## src/design/scov_pkg.sv

```systemverilog
package scov_pkg;

    localparam int VAL_W    = 16;
    localparam int DIM_W    = 4;
    localparam int COV_W    = 40;
    localparam int ENTRY_W  = 3;
    localparam int DIM_LIMIT = 8;
    localparam logic [DIM_W-1:0] DIM_RESET = 4'd2;

    typedef enum logic [9:0] {
        ST_IDLE      = 10'b00_0000_0001,
        ST_LOAD      = 10'b00_0000_0010,
        ST_PROD      = 10'b00_0000_0100,
        ST_DRAIN     = 10'b00_0000_1000,
        ST_OUT_RD    = 10'b00_0001_0000,
        ST_OUT_MUL   = 10'b00_0010_0000,
        ST_OUT_SUB   = 10'b00_0100_0000,
        ST_OUT_START = 10'b00_1000_0000,
        ST_OUT_DIV   = 10'b01_0000_0000,
        ST_OUT_PUSH  = 10'b10_0000_0000
    } state_t;

    typedef struct packed {
        logic busy;
        logic done;
    } div_status_t;

endpackage

```

## src/design/scov_div.sv

```systemverilog
module scov_div #(
    parameter int DVD_W = 69,
    parameter int DVS_W = 26
) (
    input  logic                      aclk,
    input  logic                      aresetn,
    input  logic                      start,
    input  logic [DVD_W-1:0]          dividend,
    input  logic [DVS_W-1:0]          divisor,
    output scov_pkg::div_status_t     status,
    output logic [DVD_W-1:0]          quotient
);
    import scov_pkg::*;

    localparam int CW = $clog2(DVD_W + 1);

    logic [DVS_W-1:0] rem_reg;
    logic [DVD_W-1:0] q_reg;
    logic [DVS_W-1:0] dvs_reg;
    logic [CW-1:0]    cnt_reg;
    logic             busy_reg;
    logic             done_reg;

    logic [DVS_W:0]   rem_sh;
    logic [DVS_W+1:0] diff;
    logic             ge;

    // restoring long division, one quotient bit per cycle
    assign rem_sh = {rem_reg, q_reg[DVD_W-1]};
    assign diff   = {1'b0, rem_sh} - {2'b00, dvs_reg};
    assign ge     = ~diff[DVS_W+1];

    always_ff @(posedge aclk) begin
        if (!aresetn) begin
            busy_reg <= 1'b0;
            done_reg <= 1'b0;
            cnt_reg  <= '0;
        end else begin
            done_reg <= 1'b0;
            if (start) begin
                busy_reg <= 1'b1;
                cnt_reg  <= '0;
            end else if (busy_reg) begin
                cnt_reg <= cnt_reg + 1'b1;
                if (cnt_reg == CW'(DVD_W - 1)) begin
                    busy_reg <= 1'b0;
                    done_reg <= 1'b1;
                end
            end
        end
    end

    always_ff @(posedge aclk) begin
        if (start) begin
            q_reg   <= dividend;
            rem_reg <= '0;
            dvs_reg <= divisor;
        end else if (busy_reg) begin
            q_reg   <= {q_reg[DVD_W-2:0], ge};
            rem_reg <= ge ? diff[DVS_W-1:0] : rem_sh[DVS_W-1:0];
        end
    end

    assign status.busy = busy_reg;
    assign status.done = done_reg;
    assign quotient    = q_reg;
endmodule

```

## config.mk

```make
export PLATFORM = sky130hd
export DESIGN_NAME = scov_div
export DESIGN_NICKNAME = d
export VERILOG_FILES = /design/src/design/scov_pkg.sv /design/src/design/scov_div.sv
export SDC_FILE = /design/constraint.sdc
export NUM_CORES = 1
export LEC_CHECK = 0
export ABC_AREA = 1
export BUFFER_PORTS_ARGS = -buffer_cell sky130_fd_sc_hd__buf_2
export CAP_MARGIN = 20
export CORE_AREA = 2 2 119 178
export DETAILED_ROUTE_END_ITERATION = 10
export DIE_AREA = 0 0 121 180
export PLACE_DENSITY = 0.68
export SLEW_MARGIN = 20
export SYNTH_ARGS = -nofsm -noshare
export SYNTH_HDL_FRONTEND = slang
export SYNTH_SLANG_ARGS = --single-unit
```

## constraint.sdc

```tcl
create_clock -name aclk -period 3.2 [get_ports aclk]
set_input_delay 0.32 -clock aclk [delete_from_list [all_inputs] [get_ports aclk]]
set_output_delay 0.32 -clock aclk [all_outputs]
set_load 0.01 [all_outputs]
```

==> results of run 1 <==
[per-stage QoR]
step	std cells	instance area, µm²	setup slack (ns)	hold WS, ns
4_1_cts	1424	9101	0.7531	0.04077
2_1_floorplan	980	7378	0.9647	0.4189
6_report	1424	9101	0.7279	0.07267
5_1_grt	1424	9101	0.5238	0.04486
3_5_place_dp	1392	8499	0.7752	0.4597
3_3_place_gp	1392	8499	0.7862	0.4565
[layer usage]
metal | track usage | wire length [µm] | vias to the layer above | share of wire
met4 | 0.09721 | 708 | 0 | 0.035
met3 | 0.06060 | 1550 | 43 | 0.077
met2 | 0.3324 | 10230 | 246 | 0.51
met1 | 0.2065 | 7571 | 2957 | 0.38
li1 | - | - | 3403 | -
met5 | 0 | 0 | - | 0
[synthesized netlist by cell type, types with 2 or more instances]
| cell type | n |
|---|---|
| a21oi_1 | 18 |
| nand2_4 | 2 |
| inv_1 | 149 |
| nor2_1 | 35 |
| buf_2 | 4 |
| nor3_1 | 7 |
| dfxtp_1 | 35 |
| buf_4 | 2 |
| edfxtp_1 | 95 |
| o21bai_1 | 2 |
| ha_1 | 28 |
| xnor2_1 | 9 |
| o21ai_0 | 6 |
| nand2_1 | 444 |
| nand2_2 | 2 |
| inv_2 | 5 |
| nand3b_1 | 12 |
| a31oi_1 | 2 |
| buf_6 | 2 |
| nand4_1 | 9 |
| clkbuf_1 | 18 |
| nand3_1 | 71 |
| o21ai_1 | 9 |
[path summary, 6_finish.rpt]
path                                    end  cells past startpoint
worst max register to register  rem_reg[11]                     11
worst max-delay path            rem_reg[11]                     11
worst min-delay path            dvs_reg[13]                      1
worst min register to register  rem_reg[14]                      2
[layout make-up]
| type | instances | area [µm²] | share of cell area |
|---|---|---|---|
| clock inverter | 13 | 158.9 | 0.01746 |
| clock buffer | 19 | 442.9 | 0.04867 |
| timing repair buffer | 175 | 920.9 | 0.1012 |
| sequential | 130 | 3553 | 0.3904 |
| tap | 264 | 330.3 | 0.03629 |
| multi-input combinational | 668 | 3113 | 0.3420 |
| inverter | 155 | 581.8 | 0.06393 |
[worst register-to-register path: cells and delay by family (launching register included)]
family                     cells  cell delay [ns]
DFF                            1             0.33
buffers and inverters          1             0.04
adders and majority gates      1             0.35
AOI/OAI and AO/OA              2             0.75
and+or+nand+nor                7             0.95
[cells in the final DEF, fill, tap and decap left out, types with 2 or more instances in the layout]
master	n
o21bai_1	2
nand3_1	71
nand2_4	2
clkinvlp_4	2
o21ai_1	9
clkinv_1	2
buf_2	167
inv_1	148
clkinv_4	2
dfxtp_1	35
o21ai_0	6
nand4_1	9
a21oi_1	18
xnor2_1	9
buf_12	2
nand3b_1	12
nor2_1	35
clkinv_2	3
a31oi_1	2
clkbuf_16	17
edfxtp_1	95
ha_1	28
inv_2	6
nand2_2	2
buf_4	6
nor3_1	7
bufinv_16	3
nand2_1	444
inv_6	2
[power breakdown]
group / total (mW) / internal [mW] / switching, mW
combinational: 0.547 / 0.207 / 0.341
clock: 1.99 / 1.24 / 0.750
sequential: 2.03 / 1.96 / 0.0672
[cells by family after synthesis]
kind of cell,count (synthesis)
AOI/OAI and AO/OA,39
xor gates and xnor gates,10
adders and majority gates,29
buffers and inverters,182
DFF,130
and+or+nand+nor,590
==> qor_table.md, run 1 <==
| Parameter | Value | Unit |
|---|---|---|
| Pin count of the biggest net entering global routing | 85 | - |
| Worst Path Class, Setup | reg -> reg | - |
| LEAKAGE | 4.835 | nW |
| Syn-to-layout area delta | 23.37 | % |
| Outcome | finished, final reports clean | - |
| VDD IR-drop max | 0.4327 | mV |
| Area share of xor/xnor cells in the synthesized design | 0.01187 | - |
| Final global-route overflow total | 0 | - |
| Data required, critical path | 3.56 | ns |
| R2R Setup Slk | 0.73 | ns |
| Max Transition Viols Final | 0 | - |
| Cells after Synth | 980 | - |
| Antenna-violating nets left | 0 | - |
| Post-CTS Setup Repair Bufs | 0 | - |
| Number of global-route vias before repair | 6630 | - |
| Source of the critical timing path | dvs_reg[22] | - |
| Antenna fix cells | 0 | - |
| Minimum clock period after layout | 2.472 | ns |
| Most common flop cell mapped by yosys | edfxtp_1 | - |
| FILL cells | 2046 | - |
| Overall die height | 180 | µm |
| Hold crit path type | in -> reg | - |
| Multiplexer share of the synthesized area | 0 | - |
| Maximum fanout along the worst path | 26 | - |
| Worst reg2reg startpoint | dvs_reg[22] | - |
| Hold path startpoint | divisor[13] | - |
| Sequential cell area fraction in the yosys report | 0.4817 | - |
| Endpoints failing setup | 0 | - |
| Post-cts gate resize count | 0 | - |
| Count of flip-flops with a built-in enable after synthesis | 95 | - |
| Clock tree skew after final layout | 0.007730 | ns |
| Drt first pass iters | 5 | - |
| Post-synthesis register bit count | 130 | - |
| Worst path most repeated cell | nand2_1 | - |
| Synthesized-area fraction occupied by adder cells | 0.05020 | - |
| Compound-cell area share of the yosys netlist | 0.02934 | - |
| Synthesized area divided by synthesized cell count | 7.528 | µm² |
| I/O pin total | 169 | - |
| Top-area cell type share of the netlist area | 0.3867 | - |
| Via count of the routed design | 6649 | - |
| Post-cts hold buffer count | 0 | - |
| Overall fraction of global-route tracks in use | 0.1917 | - |
| Routability congestion estimate | 0.9420 | - |
| Synthesized netlist net count | 1107 | - |
| Rel. slew slack | 0.4364 | - |
| Total power after layout | 4.568 | mW |
| Kind of start point of the critical path | flip-flop | - |
| Total clock buffers created by CTS | 17 | - |
| Initial Util | 0.3641 | - |
| Number of violations of the max-capacitance limit | 0 | - |
| P per Cell Area | 502.0 | nW/µm² |
| Cell Rows | 64 | - |
| Placed wire-length estimate after detailed placement | 15.11 | mm |
| Leading cell types by total area after synthesis | edfxtp_1 39%, nand2_1 23%, dfxtp_1 9.5% | - |
| Share of synthesized flip-flops with an asynchronous set or reset | 0 | - |
| Share of the clock period used by the worst path | 0.7725 | - |
| Cell type with the largest total area after synthesis | edfxtp_1 | - |
| Highest attainable clock frequency | 404.5 | MHz |
| Initial antenna violation count | 0 | - |
| RSZ-0062 raised after global routing | false | - |
| Total Routed Length | 20.06 | mm |
| Post-DR vias/cell | 4.669 | - |
| Clock tree from TritonCTS | yes | - |
| Largest family of logic cells by synthesized area | simple AND/OR/NAND/NOR gates | - |
| Wire length per cell | 14.09 | µm |
| Final setup TNS | 0 | ns |
| Wire length of the first global-routing pass | 32.49 | mm |
| Count of unresolved DRC violations after routing | 0 | - |
| Clock-pin slew reported for the worst setup and hold paths after clock tree synthesis | 0.06 | ns |
| Buffers and inverters on the worst path | 1 | - |
| Flip-flop count of the largest register, all copies and words added | 69 | - |
| Synthesized-area fraction occupied by and/or/nand/nor cells | 0.3306 | - |
| Number of distinct library cells after synthesis | 37 | - |
| Type of destination of the critical path | flip-flop | - |
| Largest stage delay, worst path | 0.43 | ns |
| Yosys Warn Count | 0 | - |
| Share of the core filled with cells in the final layout | 0.4492 | - |
| Master of the slowest instance on the critical path | a21oi_4 | - |
| Final hold violation count | 0 | - |
| Port Buffer Count | 168 | - |
| Top Family by Delay on Critical Path | simple AND/OR/NAND/NOR gates | - |
| NumNets Final | 1274 | - |
| Netlist area before placement | 7377 | µm² |
| Cell breakdown of the critical path | inv_1 > ha_1 > a21oi_1 > nand2_1 > nand2_1 > nand2_1 > a21oi_4 > nand2_4 > nand2_1 > nand3_1 > nand2_1 | - |
| Share of layout cells above drive strength 1 | 0.1897 | - |
| Core outline area | 20260 | µm² |
| Drt initial violations | 386 | - |
| Die extent in x | 121 | µm |
| Number of sinks on the clock net | 130 | - |
| Clk_lat worst skew | 0.42 | ns |
| Root buffer cell | clkbuf_16 | - |
| Area enclosed by the die boundary | 21780 | µm² |
| CTS Buffer Depth | 2 | - |
| Htree depth | 4 | - |
| Arrival time at the worst endpoint | 2.83 | ns |
| Least-Margin Pin Slew | 0.8442 | ns |
Note: power is estimated with default switching activity, not from simulation.
==> run 2: changes to the inputs <==
==> constraint.sdc (replaced) <==
create_clock -name aclk -period 2.2 [get_ports aclk]
set_input_delay 0.22 -clock aclk [delete_from_list [all_inputs] [get_ports aclk]]
set_output_delay 0.22 -clock aclk [all_outputs]
set_load 0.01 [all_outputs]
==> qor_table.md, run 2 (synthesis gave the netlist of run 1 again) <==
| Parameter | Value | Unit | Change |
|---|---|---|---|
| Least-Margin Pin Slew | 0.5907 | ns | -0.2535 ns |
| Routability congestion estimate | 0.9593 | - | +1.8% |
| Cell Rows | 64 | - | unchanged |
| Top Family by Delay on Critical Path | simple AND/OR/NAND/NOR gates | - |  |
| Antenna-violating nets left | 0 | - | unchanged |
| Wire length per cell | 14.34 | µm | +1.8% |
| Worst Path Class, Setup | reg -> reg | - |  |
| Area occupied by multi-input gates | 3244 | µm² | +4.2% |
| Port Buffer Count | 168 | - | unchanged |
| Master of the slowest instance on the critical path | edfxtp_1 | - |  |
| Overall fraction of global-route tracks in use | 0.1947 | - | +0.003045 |
| Type of destination of the critical path | flip-flop | - |  |
| Cell breakdown of the critical path | inv_1 > ha_4 > nand2_1 > nand2_2 > inv_1 > nand2_1 > clkinv_1 > nand2_2 > a21oi_4 > buf_4 > nand3b_1 > nand2_1 > inv_1 > nand2_1 > nand2_1 | - |  |
| Number of sinks on the clock net | 130 | - | unchanged |
| Largest stage delay, worst path | 0.38 | ns | -0.05 ns |
| Max Transition Viols Final | 0 | - | unchanged |
| Core outline area | 20260 | µm² | unchanged |
| Initial Util | 0.3641 | - | unchanged |
| Drt initial violations | 337 | - | -13% |
| Post-Place Cells | 1404 | - | +0.86% |
| Post-DR vias/cell | 4.702 | - | +0.69% |
| Count of unresolved DRC violations after routing | 0 | - | unchanged |
| Clock-pin slew reported for the worst setup and hold paths after clock tree synthesis | 0.06 | ns | about the same |
| FILL cells | 1974 | - | -3.5% |
| Overall die height | 180 | µm | unchanged |
| I/O pin total | 169 | - | unchanged |
| Outcome | finished, final reports clean | - |  |
| Root buffer cell | clkbuf_16 | - |  |
| Clk_lat worst skew | 0.43 | ns | about the same |
| Minimum clock period after layout | 2.105 | ns | -0.3674 ns |
| Htree depth | 4 | - | unchanged |
| P per Cell Area | 678.7 | nW/µm² | +35% |
| Via count of the routed design | 6902 | - | +3.8% |
| Most common library cell in the layout ignoring fill and taps | nand2_1 | - |  |
| Post-DP Area | 8602 | µm² | +1.2% |
| Area of all sequential standard cells | 3553 | µm² | unchanged |
| Non-Filler Cell Area, Final | 9617 | µm² | +5.7% |
| Maximum fanout along the worst path | 6 | - | -77% |
| VDD IR-drop max | 0.6888 | mV | +59% |
| Drt first pass iters | 6 | - | +1 |
| Syn-to-layout area delta | 30.36 | % |  |
| Wire length of the first global-routing pass | 32.89 | mm | +1.2% |
| Arrival time at the worst endpoint | 2.43 | ns | -0.40 ns |
| Hold crit path type | in -> reg | - |  |
| NumNets Final | 1318 | - | +3.5% |
| Final non-filler cell total | 1468 | - | +3.1% |
| Initial antenna violation count | 0 | - | unchanged |
| Share of layout cells above drive strength 1 | 0.2168 | - | +0.02712 |
| Buffers and inverters on the worst path | 5 | - | +4 |
| Placed wire-length estimate after detailed placement | 15.22 | mm | +0.71% |
| Highest-count cells in the layout ignoring fill and taps | 435 x nand2_1, 167 x buf_2, 145 x inv_1 | - |  |
| Share of the clock period used by the worst path | 0.9567 | - | +0.1841 |
| Antenna fix cells | 0 | - | unchanged |
| Final setup margin | 0.09534 | ns | -0.6326 ns |
| Rel. slew slack | 0.6056 | - | +0.1693 |
| Number of global-route vias before repair | 6790 | - | +2.4% |
| CTS Buffer Depth | 2 | - | unchanged |
| Data required, critical path | 2.53 | ns | -1.03 ns |
| Total clock buffers created by CTS | 17 | - | unchanged |
| Kind of start point of the critical path | flip-flop | - |  |
| Pin count of the biggest net entering global routing | 87 | - | +2.4% |
| Flip-flop count of the largest register, all copies and words added | 69 | - | unchanged |
| Clock tree skew after final layout | 0.006295 | ns | -0.001435 ns |
| Number of violations of the max-capacitance limit | 0 | - | unchanged |
| Total Routed Length | 21.05 | mm | +4.9% |
| Tightest hold margin | 0.03573 | ns | -0.03694 ns |
| LEAKAGE | 5.009 | nW | +3.6% |
| Worst path most repeated cell | nand2_1 | - |  |
| Final global-route overflow total | 0 | - | unchanged |
| Final hold violation count | 0 | - | unchanged |
| Die extent in x | 121 | µm | unchanged |
| Clock tree from TritonCTS | yes | - |  |
| Highest attainable clock frequency | 475.1 | MHz | +17% |
| Endpoints failing setup | 0 | - | unchanged |
| Area enclosed by the die boundary | 21780 | µm² | unchanged |
| Setup WS pre-CTS | -0.02759 | ns | -0.8028 ns |
| Total power after layout | 6.527 | mW | +43% |
## run 2: cell count changes in the layout (fill, tap and decap cells not counted), moves of 4 or more
cell,before,now
nand2_2,2,11
clkinvlp_4,2,6
buf_6,0,4
nand2_1,444,435
buf_4,6,18
ha_4,0,6
dlygate4sd3_1,0,26
ha_1,28,21
## run 2: timing repair
action,4_1_cts,5_1_grt
pin swaps,0,5
gates cloned,0,2
setup endpoints to repair,3,26
hold endpoints to repair,26,0
resized for setup,1,30
hold buffers,26,0
setup buffers,0,4
## run 2: final timing paths
check	startpoint	endpoint	slack [ns]	cells after the start
max	dvs_reg[18]	rem_reg[21]	0.1	15
min	aresetn	busy_reg	0.04	3
max reg2reg	dvs_reg[18]	rem_reg[21]	0.1	15
min reg2reg	rem_reg[18]	rem_reg[18]	0.47	2
## run 2: metrics by stage
step           utilization  setup TNS [ns]
2_1_floorplan            -               0
3_3_place_gp        0.4246               0
3_5_place_dp        0.4246        -0.02886
4_1_cts             0.4658               0
5_1_grt             0.4747        -0.01115
6_report            0.4747               0
## run 2: power breakdown
group          internal (mW)  leakage [nW]  switching (mW)
clock                   1.60         0.263            1.11
combinational          0.359          3.50           0.511
sequential              2.85          1.25          0.0964
## run 2: worst min-delay path, stage by stage
cell and delay [ns]:
buf_2 0.09, o211ai_1 0.08, inv_1 0.05
## run 2: routing by layer
metal  vias up  GRT usage  wire (µm)
met1      3098     0.2034       7955
met4         0     0.1042        960
met2       250     0.3447      10690
met3        67    0.05774       1440
met5         -          0          0
li1       3487          -          -
## run 2: layout make-up
cell class | count | share of cell area
clock buffers | 21 | 0.05126
clock inverters | 11 | 0.008067
inverters | 155 | 0.06050
multi-input cells | 669 | 0.3374
flip-flops and latches | 130 | 0.3695
well taps | 264 | 0.03435
repair buffers | 218 | 0.1390
